**src/hw/rtl/scm_pkg.sv**
```systemverilog
`timescale 1ns / 1ps

package scm_pkg;

  typedef enum logic [2:0] {
    OP_SAMPLE       = 3'd0,
    OP_ACK_BYPASS   = 3'd1,
    OP_CLEAR_BYPASS = 3'd2,
    OP_RESET_CYCLE  = 3'd3,
    OP_TRIP         = 3'd4
  } opcode_e;

  typedef enum logic [2:0] {
    VS_UNKNOWN = 3'd0,
    VS_NORMAL  = 3'd1,
    VS_WARNING = 3'd2,
    VS_WAIT    = 3'd3,
    VS_BYPASS  = 3'd4,
    VS_LOCKED  = 3'd5
  } volt_state_e;

  typedef enum logic [1:0] {
    CS_NORMAL = 2'd0,
    CS_OVER   = 2'd1,
    CS_LOCKED = 2'd2
  } curr_state_e;

  typedef enum logic [1:0] {
    ST_OK        = 2'd0,
    ST_NO_BYPASS = 2'd1,
    ST_READ_FAIL = 2'd2
  } status_e;

  typedef enum logic [2:0] {
    REG_CRITICAL_MV  = 3'd0,
    REG_CUT_MV       = 3'd1,
    REG_WARN_LOW_MV  = 3'd2,
    REG_RECOVER_MV   = 3'd3,
    REG_TRIP_MA      = 3'd4,
    REG_MAX_ATTEMPTS = 3'd5
  } cfg_idx_e;

  localparam int unsigned CfgIdxWidth  = 3;
  localparam int unsigned CfgDataWidth = 16;

  typedef struct packed {
    logic [15:0] critical_mv;
    logic [15:0] cut_mv;
    logic [15:0] warn_low_mv;
    logic [15:0] recover_mv;
    logic [14:0] trip_ma;
    logic [7:0]  max_attempts;
  } cfg_t;

  typedef struct packed {
    logic [2:0]         opcode;
    logic [15:0]        bus_mv;
    logic signed [15:0] load_ma;
    logic [31:0]        now_ms;
    logic               motor_on;
    logic               read_ok;
  } in_item_t;

  typedef struct packed {
    logic [1:0]  status;
    logic [2:0]  supply_state;
    logic [1:0]  load_state;
    logic        bypass_needed;
    logic        bypass_acked;
    logic [7:0]  trip_count;
    logic [31:0] bypass_elapsed;
    logic        safe_to_start;
    logic        overcurrent_flag;
    logic        locked_flag;
    logic [31:0] good_reads;
    logic [31:0] bad_reads;
  } out_item_t;

endpackage

```
**src/hw/rtl/scm_if.sv**
```systemverilog
`timescale 1ns / 1ps

interface scm_in_if;
  logic               valid;
  logic               ready;
  scm_pkg::in_item_t  item;

  modport source (output valid, output item, input ready);
  modport sink (input valid, input item, output ready);
endinterface

interface scm_out_if;
  logic               valid;
  logic               ready;
  scm_pkg::out_item_t item;

  modport source (output valid, output item, input ready);
  modport sink (input valid, input item, output ready);
endinterface

```
**src/hw/rtl/scm_cfg.sv**
```systemverilog
`timescale 1ns / 1ps

module scm_cfg (
  input  logic                                 clk_i,
  input  logic                                 rst_ni,
  input  logic                                 cfg_we_i,
  input  logic [scm_pkg::CfgIdxWidth-1:0]      cfg_idx_i,
  input  logic [scm_pkg::CfgDataWidth-1:0]     cfg_wdata_i,
  output scm_pkg::cfg_t                        cfg_o
);

  scm_pkg::cfg_t cfg_q, cfg_d;

  always_comb begin
    cfg_d = cfg_q;
    if (cfg_we_i) begin
      case (scm_pkg::cfg_idx_e'(cfg_idx_i))
        scm_pkg::REG_CRITICAL_MV:  cfg_d.critical_mv  = cfg_wdata_i;
        scm_pkg::REG_CUT_MV:       cfg_d.cut_mv       = cfg_wdata_i;
        scm_pkg::REG_WARN_LOW_MV:  cfg_d.warn_low_mv  = cfg_wdata_i;
        scm_pkg::REG_RECOVER_MV:   cfg_d.recover_mv   = cfg_wdata_i;
        scm_pkg::REG_TRIP_MA:      cfg_d.trip_ma      = cfg_wdata_i[14:0];
        scm_pkg::REG_MAX_ATTEMPTS: cfg_d.max_attempts = cfg_wdata_i[7:0];
        default: ;
      endcase
    end
  end

  always_ff @(posedge clk_i or negedge rst_ni) begin
    if (!rst_ni) begin
      cfg_q <= '{critical_mv: 16'd0, cut_mv: 16'd0, warn_low_mv: 16'd0,
                 recover_mv: 16'd0, trip_ma: 15'd1, max_attempts: 8'd1};
    end else begin
      cfg_q <= cfg_d;
    end
  end

  assign cfg_o = cfg_q;

endmodule

```
**src/hw/rtl/scm_core.sv**
```systemverilog
`timescale 1ns / 1ps

module scm_core (
  input  logic                clk_i,
  input  logic                rst_ni,
  input  logic                step_i,
  input  scm_pkg::in_item_t   item_i,
  input  scm_pkg::cfg_t       cfg_i,
  output scm_pkg::out_item_t  result_o
);

  scm_pkg::volt_state_e vs_q, vs_d, vs_class;
  scm_pkg::curr_state_e cs_q, cs_d;
  scm_pkg::status_e     status;
  logic        req_q, req_d, ack_q, ack_d, lock_q, lock_d, valid_q, valid_d;
  logic [7:0]  att_q, att_d, att_inc;
  logic [31:0] start_q, start_d, elapsed_q, elapsed_d;
  logic [15:0] last_q, last_d;
  logic [31:0] ok_q, ok_d, fail_q, fail_d;
  logic        below_cut, below_rec, over_trip;

  assign below_cut = item_i.bus_mv < cfg_i.cut_mv;
  assign below_rec = item_i.bus_mv < cfg_i.recover_mv;
  assign over_trip = item_i.load_ma >= $signed({1'b0, cfg_i.trip_ma});
  assign att_inc   = (att_q < cfg_i.max_attempts) ? att_q + 8'd1 : att_q;

  always_comb begin
    if (item_i.bus_mv < cfg_i.critical_mv) begin
      vs_class = scm_pkg::VS_LOCKED;
    end else if (vs_q == scm_pkg::VS_LOCKED && below_rec) begin
      vs_class = scm_pkg::VS_LOCKED;
    end else if (vs_q == scm_pkg::VS_BYPASS && below_rec) begin
      vs_class = scm_pkg::VS_BYPASS;
    end else if (item_i.motor_on && below_cut) begin
      vs_class = scm_pkg::VS_WAIT;
    end else if (item_i.bus_mv < cfg_i.warn_low_mv) begin
      vs_class = scm_pkg::VS_WARNING;
    end else begin
      vs_class = scm_pkg::VS_NORMAL;
    end
  end

  always_comb begin
    vs_d      = vs_q;
    cs_d      = cs_q;
    req_d     = req_q;
    ack_d     = ack_q;
    lock_d    = lock_q;
    valid_d   = valid_q;
    att_d     = att_q;
    start_d   = start_q;
    elapsed_d = elapsed_q;
    last_d    = last_q;
    ok_d      = ok_q;
    fail_d    = fail_q;
    status    = scm_pkg::ST_OK;
    case (scm_pkg::opcode_e'(item_i.opcode))
      scm_pkg::OP_SAMPLE: begin
        if (!item_i.read_ok) begin
          fail_d  = fail_q + 32'd1;
          valid_d = 1'b0;
          cs_d    = scm_pkg::CS_NORMAL;
          status  = scm_pkg::ST_READ_FAIL;
        end else begin
          ok_d    = ok_q + 32'd1;
          last_d  = item_i.bus_mv;
          valid_d = 1'b1;
          vs_d    = vs_class;
          if (vs_class == scm_pkg::VS_LOCKED) begin
            req_d     = 1'b0;
            ack_d     = 1'b0;
            start_d   = '0;
            elapsed_d = '0;
          end else if (item_i.motor_on && below_cut) begin
            if (!req_q) begin
              req_d     = 1'b1;
              ack_d     = 1'b0;
              start_d   = item_i.now_ms;
              elapsed_d = '0;
            end else begin
              elapsed_d = item_i.now_ms - start_q;
            end
            vs_d = ack_d ? scm_pkg::VS_BYPASS : scm_pkg::VS_WAIT;
          end else begin
            if (!below_rec) begin
              req_d     = 1'b0;
              ack_d     = 1'b0;
              start_d   = '0;
              elapsed_d = '0;
              vs_d      = scm_pkg::VS_NORMAL;
            end
            if (over_trip) begin
              cs_d = scm_pkg::CS_OVER;
            end else if (!lock_q) begin
              cs_d = scm_pkg::CS_NORMAL;
            end
          end
        end
      end
      scm_pkg::OP_ACK_BYPASS: begin
        if (!req_q) begin
          status = scm_pkg::ST_NO_BYPASS;
        end else begin
          ack_d = 1'b1;
          vs_d  = scm_pkg::VS_BYPASS;
        end
      end
      scm_pkg::OP_CLEAR_BYPASS: begin
        req_d     = 1'b0;
        ack_d     = 1'b0;
        start_d   = '0;
        elapsed_d = '0;
        if (valid_q) begin
          if (last_q >= cfg_i.recover_mv) begin
            vs_d = scm_pkg::VS_NORMAL;
          end else if (last_q < cfg_i.warn_low_mv) begin
            vs_d = scm_pkg::VS_WARNING;
          end
        end
      end
      scm_pkg::OP_RESET_CYCLE: begin
        att_d     = '0;
        lock_d    = 1'b0;
        if (cs_q == scm_pkg::CS_LOCKED) begin
          cs_d = scm_pkg::CS_NORMAL;
        end
        req_d     = 1'b0;
        ack_d     = 1'b0;
        start_d   = '0;
        elapsed_d = '0;
      end
      scm_pkg::OP_TRIP: begin
        att_d = att_inc;
        cs_d  = scm_pkg::CS_OVER;
        if (att_inc >= cfg_i.max_attempts) begin
          lock_d = 1'b1;
          cs_d   = scm_pkg::CS_LOCKED;
        end
      end
      default: ;
    endcase
  end

  always_ff @(posedge clk_i or negedge rst_ni) begin
    if (!rst_ni) begin
      vs_q      <= scm_pkg::VS_UNKNOWN;
      cs_q      <= scm_pkg::CS_NORMAL;
      req_q     <= 1'b0;
      ack_q     <= 1'b0;
      lock_q    <= 1'b0;
      valid_q   <= 1'b0;
      att_q     <= '0;
      start_q   <= '0;
      elapsed_q <= '0;
      last_q    <= '0;
      ok_q      <= '0;
      fail_q    <= '0;
    end else if (step_i) begin
      vs_q      <= vs_d;
      cs_q      <= cs_d;
      req_q     <= req_d;
      ack_q     <= ack_d;
      lock_q    <= lock_d;
      valid_q   <= valid_d;
      att_q     <= att_d;
      start_q   <= start_d;
      elapsed_q <= elapsed_d;
      last_q    <= last_d;
      ok_q      <= ok_d;
      fail_q    <= fail_d;
    end
  end

  always_comb begin
    result_o.status           = status;
    result_o.supply_state     = vs_d;
    result_o.load_state       = cs_d;
    result_o.bypass_needed    = req_d;
    result_o.bypass_acked     = ack_d;
    result_o.trip_count       = att_d;
    result_o.bypass_elapsed   = elapsed_d;
    result_o.safe_to_start    = valid_d && (last_d >= cfg_i.cut_mv)
                                && (last_d >= cfg_i.critical_mv)
                                && (vs_d != scm_pkg::VS_LOCKED) && !req_d;
    result_o.overcurrent_flag = (cs_d == scm_pkg::CS_OVER) || (cs_d == scm_pkg::CS_LOCKED);
    result_o.locked_flag      = (vs_d == scm_pkg::VS_LOCKED) || (cs_d == scm_pkg::CS_LOCKED);
    result_o.good_reads       = ok_d;
    result_o.bad_reads        = fail_d;
  end

`ifndef SYNTH
  a_cs_lock: assert property (@(posedge clk_i) disable iff (!rst_ni)
    cs_q == scm_pkg::CS_LOCKED |-> lock_q)
    else $error("current locked without lock bit");
  a_ack_req: assert property (@(posedge clk_i) disable iff (!rst_ni)
    ack_q |-> req_q)
    else $error("bypass acked without request");
  a_vlock_nobyp: assert property (@(posedge clk_i) disable iff (!rst_ni)
    vs_q == scm_pkg::VS_LOCKED |-> !req_q)
    else $error("bypass request while voltage locked");
  a_reset_cycle: assert property (@(posedge clk_i) disable iff (!rst_ni)
    step_i && item_i.opcode == scm_pkg::OP_RESET_CYCLE |=> att_q == '0 && !lock_q)
    else $error("reset cycle left attempts or lock");
`endif

endmodule

```
**src/hw/rtl/supply_condition_monitor.sv**
```systemverilog
`timescale 1ns / 1ps
// Supply condition monitor.
// Input channel in_i carries one sample or event item; output channel out_o
// returns exactly one result item per input item, in order.
// Configuration: write cfg_wdata_i to register cfg_idx_i while cfg_we_i is
// high; write only while no item is in flight. Unknown indexes are dropped.
// Datapath: an input register, one level of compare/subtract logic that also
// updates the monitor state, and an output register.
// Order: an accepted item is held in the input register; its result is registered
// in the output register when the input register advances, which raises out_o.valid.
// Throughput: one item per cycle while out_o.ready stays high; set by the single state-update step.
// Reset: all monitor state, counters and both stages clear; thresholds return
// to zero, trip level and attempt limit to one.
// Stall: while out_o.ready is low the output register holds its item, the
// input register fills, and in_i.ready drops once both are full.
module supply_condition_monitor (
  input  logic                             clk_i,
  input  logic                             rst_ni,
  scm_in_if.sink                           in_i,
  scm_out_if.source                        out_o,
  input  logic                             cfg_we_i,
  input  logic [scm_pkg::CfgIdxWidth-1:0]  cfg_idx_i,
  input  logic [scm_pkg::CfgDataWidth-1:0] cfg_wdata_i
);

  scm_pkg::cfg_t      cfg;
  scm_pkg::in_item_t  s1_item_q;
  scm_pkg::out_item_t result, out_item_q;
  logic               s1_valid_q, out_valid_q, s1_adv, in_acc;

  assign s1_adv   = s1_valid_q && (!out_valid_q || out_o.ready);
  assign in_i.ready = !s1_valid_q || s1_adv;
  assign in_acc   = in_i.valid && in_i.ready;

  scm_cfg u_cfg (
    .clk_i       (clk_i),
    .rst_ni      (rst_ni),
    .cfg_we_i    (cfg_we_i),
    .cfg_idx_i   (cfg_idx_i),
    .cfg_wdata_i (cfg_wdata_i),
    .cfg_o       (cfg)
  );

  scm_core u_core (
    .clk_i    (clk_i),
    .rst_ni   (rst_ni),
    .step_i   (s1_adv),
    .item_i   (s1_item_q),
    .cfg_i    (cfg),
    .result_o (result)
  );

  always_ff @(posedge clk_i or negedge rst_ni) begin
    if (!rst_ni) begin
      s1_valid_q  <= 1'b0;
      out_valid_q <= 1'b0;
    end else begin
      if (in_i.ready) begin
        s1_valid_q <= in_i.valid;
      end
      if (s1_adv) begin
        out_valid_q <= 1'b1;
      end else if (out_o.ready) begin
        out_valid_q <= 1'b0;
      end
    end
  end

  always_ff @(posedge clk_i) begin
    if (in_acc) begin
      s1_item_q <= in_i.item;
    end
    if (s1_adv) begin
      out_item_q <= result;
    end
  end

  assign out_o.valid = out_valid_q;
  assign out_o.item  = out_item_q;

endmodule
```
**src/flat_wrapper.sv**
```systemverilog
// flat-port wrapper written by rule: the top's interface ports become plain ports
module supply_condition_monitor_flat 
  (clk_i, rst_ni, cfg_we_i, cfg_idx_i, cfg_wdata_i, in_i_valid, in_i_item, in_i_ready, out_o_valid, out_o_item, out_o_ready);
  scm_in_if in_i_i ();
  scm_out_if out_o_i ();
  input  logic clk_i;
  input  logic rst_ni;
  input  logic cfg_we_i;
  input  logic [scm_pkg::CfgIdxWidth-1:0] cfg_idx_i;
  input  logic [scm_pkg::CfgDataWidth-1:0] cfg_wdata_i;
  input wire logic [$bits(in_i_i.valid)-1:0] in_i_valid;
  input wire logic [$bits(in_i_i.item)-1:0] in_i_item;
  output wire logic [$bits(in_i_i.ready)-1:0] in_i_ready;
  output wire logic [$bits(out_o_i.valid)-1:0] out_o_valid;
  output wire logic [$bits(out_o_i.item)-1:0] out_o_item;
  input wire logic [$bits(out_o_i.ready)-1:0] out_o_ready;
  assign in_i_i.valid = in_i_valid;
  assign in_i_i.item = in_i_item;
  assign in_i_ready = in_i_i.ready;
  assign out_o_valid = out_o_i.valid;
  assign out_o_item = out_o_i.item;
  assign out_o_i.ready = out_o_ready;
  supply_condition_monitor u_core (.clk_i(clk_i), .rst_ni(rst_ni), .in_i(in_i_i), .out_o(out_o_i), .cfg_we_i(cfg_we_i), .cfg_idx_i(cfg_idx_i), .cfg_wdata_i(cfg_wdata_i));
endmodule
```
**config.mk**
```make
export PLATFORM = sky130hd
export DESIGN_NAME = supply_condition_monitor_flat
export DESIGN_NICKNAME = d
export VERILOG_FILES = /design/src/hw/rtl/scm_pkg.sv /design/src/hw/rtl/scm_if.sv /design/src/hw/rtl/scm_cfg.sv /design/src/hw/rtl/scm_core.sv /design/src/hw/rtl/supply_condition_monitor.sv /design/src/flat_wrapper.sv
export SDC_FILE = /design/constraint.sdc
export NUM_CORES = 1
export LEC_CHECK = 0
export ABC_CLOCK_PERIOD_IN_PS = 12900
export BUFFER_PORTS_ARGS = -buffer_cell sky130_fd_sc_hd__buf_2
export CAP_MARGIN = 30
export CORE_AREA = 4 4 200 241
export CTS_CLUSTER_SIZE = 28
export DETAILED_ROUTE_END_ITERATION = 6
export DIE_AREA = 0 0 204 245
export PLACE_DENSITY = 0.69
export REMOVE_ABC_BUFFERS = 1
export SYNTH_ARGS = -nofsm -noshare
export SYNTH_HDL_FRONTEND = slang
export SYNTH_SLANG_ARGS = --single-unit
```
**constraint.sdc**
```tcl
create_clock -name clk_i -period 12.9 [get_ports clk_i]
set_input_delay 1.29 -clock clk_i [delete_from_list [all_inputs] [get_ports clk_i]]
set_output_delay 1.29 -clock clk_i [all_outputs]
set_load 0.05 [all_outputs]
```
# Word-level counts from Yosys, hierarchy flattened
# Cells that the tools add are included.
# W data, S select, Z words.
# word_totals
output_inout_bits,118
elab_cells,172
ff_bits,435
inputBits,93
# classes
n_reduce_logical,30
eq_ne,21
magnitude_cmp,11
n_addsub,4
muxes,68
# op_table
op,n
$mux W32,14
$pmux W32 S2,2
$lt A16 B16 Y1,5
$add A32 B1 Y32 const B,2
$ge A16 B16 Y1,4
$mux W3,12
$mux W16,2
$sub A32 B32 Y32,1
$eq A3 B3 Y1 const B,7
$mux W1,20
$mux W2,10
$pmux W8 S2,1
$eq A3 B2 Y1 const B,4
$reduce_and A2 Y1,6
$logic_and A1 B1 Y1,9
$pmux W3 S3,1
$add A8 B1 Y8 const B,1
$ge A8 B8 Y1,1
$lt A8 B8 Y1,1
$mux W8,1
$ne A4 B4 Y1 const B,2
$eq A3 B1 Y1 const B,2
$logic_not A3 Y1,2
$pmux W2 S3,1
other kinds (14),23

# Longest topological paths before layout
# logic_depth
word_depth,18
mapped_depth,19
depth_no_buf,18

# Hierarchy
# A second synthesis with hierarchy kept.
# unflattened
hier_cells,2134
hier_area_um2,23213.5
# modules_own_cells
mod,area_per_inst_um2,seq_area_each_um2,cells_each,n_inst
scm_core,14223.6,4028.9,1752,1
supply_condition_monitor,5659.2,5605.4,193,1
scm_cfg,3330.7,2179.6,189,1

# Worst setup path after synthesis
# Ideal clock, no wire load.
# synth_timing
path_type,input -> register
startpoint,input out_o_ready
endpoint,"register u_core.out_item_q, in the netlist u_core.out_o.item[0], enable pin"
path_slack_ns,7.049
path_stages,5
required_time_ns,12.375
path_buffers,2
t_arrival_ns,5.327
setup_time_ns,0.525
path_cell_list,nand2b_1 nand2_1 inv_1 clkbuf_1 buf_1
# synth_between
elab_chain_len,2
# synth_rtl
element,line,rtl
"start, declared",flat_wrapper.sv:16,input wire logic [$bits(out_o_i.ready)-1:0] out_o_ready;
$logic_or A1 B1 Y1,supply_condition_monitor.sv:31,assign s1_adv = s1_valid_q && (!out_valid_q || out_o.ready);
$logic_and A1 B1 Y1,supply_condition_monitor.sv:31,
net u_core.s1_adv,supply_condition_monitor.sv:29,"logic s1_valid_q, out_valid_q, s1_adv, in_acc;"
"end signal, assigned",supply_condition_monitor.sv:74,out_item_q <= result;
"end, declared",supply_condition_monitor.sv:28,"scm_pkg::out_item_t result, out_item_q;"
# The timed path passes the listed nets, and every way through them passes these cells.
# A chain may end at the register's enable or synchronous reset.

==> key figures <==
Global route
  • First-pass GRT wire length: 86.04 mm
  • Vias in the first global route: 16.53k
  • Antenna violations before repair: 1
  • GRT Resource Usage Total: 21.22%
  • Largest net degree at the start of global routing: 151
  • Total grt overflow: 0

Power
  • Leakage: 0.01176 uW
  • Cell Pwr Density: 154.3 nW/um^2
  • Worst VDD drop: 0.1036 mV
  • Power, Total: 4000 uW

CTS
  • Post-CTS sizing: 0
  • Buffer count from post-CTS setup fixing: 0
  • Hold buffer count at CTS: 0
  • Clk sinks: 435
  • CTS Buf Count: 45
  • CTS tree: done
  • Root buffer cell: clkbuf_16
  • Max clock buf depth: 3
  • Reg clk slew, reported paths: 0.06 ns
  • Worst skew pair latency: 0.58 ns
  • H-tree depth: 2

Logic synthesis
  • Ys async rst share: 57.47%
  • Yosys top cell area share: 27.26%
  • Distinct cells, synth: 84
  • Post-Synthesis Cell Area: 22,760 sq um
  • #FFs+latches synth: 435
  • Syn_area_per_cell: 10.55 sq um
  • Top post-synthesis cells by area: dfrtp_1 (27%), edfxtp_1 (24%), ha_1 (10%)
  • Sequential area share after synthesis: 51.90%
  • Number of flops mapped to enable cells by yosys: 185
  • Yosys warning count: 0
  • Most used flip-flop cell after synthesis: dfrtp_1
  • Mapped Cells: 2,157
  • Yosys top cell by area: dfrtp_1

Detailed routing
  • Total Wirelength: 53.07 mm
  • Antenna viol nets, final: 0
  • Initial DRC Count: 1,050
  • Remaining DRCs: 0
  • Detailed-router iteration count before antenna repair: 5
  • Vias per std cell: 5.422
  • WL/cell: 17.64 um
  • Via count: 16.31k

STA
  • Relative slew slack: 35.08%
  • Unrepaired setup endpoints after global routing: false
  • Fmax: 0.2119 GHz
  • Final setup fails: 0
  • Final setup TNS: 0 ns
  • Skew final: 0.02190 ns
  • Worst slew pin tran: 0.9738 ns
  • Count of final hold-check violations: 0
  • Slew Viols, Final: 0
  • Final period util: 36.58%
  • Minimum clock period after layout: 4.719 ns

Cells and area
  • Footprint of the multi-input gates: 10,180 sq um
  • Storage cell area: 11,810 sq um
  • Fillcell total: 3,949
  • Layout area overhead: 13.86%
  • Share of cells above drive strength 1: 14.93%
  • NumNets Final: 2,637

Floorplan
  • Row Count: 86
  • Chip Width: 204 um
  • Core ar.: 45,730 sq um
  • Starting Density: 49.77%
  • Die ar.: 49,980 sq um
  • DIE HEIGHT: 245 um
  • I/O pin cnt: 211

Setup path
  • Crit. End Element: register
  • Crit path launch type: register
  • R2r startpoint: u_core.s1_item_q[67]$_DFFE_PP_
  • Worst r2r dst: u_core.out_o.item[66]$_DFFE_PP_
  • Worst Path Arrival: 5.01 ns
  • Worst R2R Path Depth: 15
  • Critical Path RT: 13.19 ns
  • Worst Setup SP: u_core.s1_item_q[67]$_DFFE_PP_
  • R2R Setup Slk: 8.18 ns
  • Setup Crit Path Kind: register to register
  • Worst-path fanout max: 21

Run status
  • Status: finished clean

Worst hold path
  • Hold Path Origin: u_core.u_core.start_q[25]$_DFFE_PN0P_
  • Hold EP: u_core.u_core.start_q[25]$_DFFE_PN0P_
  • HP Class: register to register
  • Worst Hold Depth: 2

Placed design
  • Final GP Congestion: 0.9040
  • Port bufs: 210
  • Detailed placement HPWL: 38.02 mm

Flow run
  • Max_cap viols: 0
[area by class of cell]
cell class              count  share of cell area [%]
diodes                      1                0.009655
clock buffers              62                   4.866
clock inverters            21                  0.5310
inverters                 138                   2.018
multi-input cells        1507                   39.29
flip-flops and latches    435                   45.58
well taps                 616                   2.974
repair buffers            228                   4.726
[per-stage QoR]
step	std cells	instance area (sq um)	hold WS [ns]	utilization, %	setup slack (ns)
6_report	3008	25920	0.4762	56.67	8.181
5_1_grt	3008	25920	0.5028	56.67	7.823
4_1_cts	3005	25880	0.4824	56.59	8.129
3_5_place_dp	2922	24480	0.4682	53.53	8.158
3_3_place_gp	2921	24480	0.4608	53.52	8.160
2_1_floorplan	2080	22450	0.4484	-	5.400
[worst max path at each step]
stage                     slack (ns)  cells past startpoint                                 endpoint
after floorplan                 5.40                      6  u_core.u_core.elapsed_q[30]$_DFFE_PN0P_
after global placement          8.16                     15          u_core.out_o.item[66]$_DFFE_PP_
after detailed placement        8.16                     15          u_core.out_o.item[66]$_DFFE_PP_
after CTS                       8.13                     15          u_core.out_o.item[66]$_DFFE_PP_
after global routing            7.82                     15          u_core.out_o.item[66]$_DFFE_PP_
final                           8.18                     15          u_core.out_o.item[66]$_DFFE_PP_
[power breakdown]
| group | total (uW) | leakage [uW] | internal (uW) | switching [uW] |
|---|---|---|---|---|
| sequential | 1720 | 0.00510 | 1610 | 106 |
| clock | 1240 | 0.000691 | 705 | 538 |
| combinational | 1040 | 0.00597 | 379 | 661 |
[synth_stat cells (10+ instances only)]
library cell  instances
nand2_1             371
dfrtp_1             248
ha_1                188
edfxtp_1            185
o21ai_0             167
inv_1               138
nor2_1               94
xnor2_1              93
a21oi_1              81
xor2_1               66
nand3_1              65
clkbuf_1             55
a22o_1               50
a21o_1               32
mux2_2               30
nand4_1              25
nand2b_1             23
nor3_1               18
and3_1               16
nor2b_1              16
buf_2                12
a31oi_1              11
o21a_1               10
[metal layers]
metal	global-route usage (%)	wire length, um	vias to the layer above
met3	3.039	2415	97
li1	-	-	7973
met4	6.742	1620	0
met1	28.04	23290	7833
met2	36.37	25750	405
met5	0	0	-
[placed cells by master (no fill, tap or decap), drive strengths merged, types with 81 or more instances in the layout]
cell type / Yosys / routed
edfxtp: 185 / 185
a21oi: 81 / 81
o21ai: 171 / 171
xnor2: 93 / 93
buf: 21 / 228
nor2: 96 / 96
ha: 188 / 188
dfrtp: 248 / 248
inv: 138 / 139
nand2: 371 / 371
[worst max-delay path, stage by stage, from the launching register on]
cell and delay [ns]:
edfxtp_1 0.62, nor3_2 0.48, and2_1 0.39, buf_4 0.37
nor2_1 0.08, a21oi_1 0.23, ha_1 0.28, nor2b_1 0.10
o21ai_0 0.10, nand3_1 0.09, nand2_1 0.06, a2111o_1 0.43
a221oi_1 0.48, o21ai_0 0.23, a31oi_1 0.34, nor4_1 0.15
[sequential cells by signal, summed over array words and instances, names as in the netlist, 8 cells and up]
register                 cells
u_core.u_core.elapsed_q     32
u_core.u_core.last_q        16
u_core.u_core.att_q          8
u_core.u_cfg.cfg_o          87
u_core.s1_item_q            69
u_core.u_core.fail_q        32
u_core.u_core.ok_q          32
u_core.out_o.item          116
u_core.u_core.start_q       32
[cells by family after synthesis]
| logic type | Yosys count | share of synthesized area, % |
|---|---|---|
| flops | 435 | 51.90 |
| simple gates | 688 | 13.97 |
| compound gates | 434 | 12.15 |
| xor+xnor | 159 | 6.118 |
| mux | 37 | 1.792 |
| buf+inv | 215 | 3.650 |
| fa+ha+maj | 189 | 10.42 |
No activity file was read; power rests on OpenSTA's default activity.
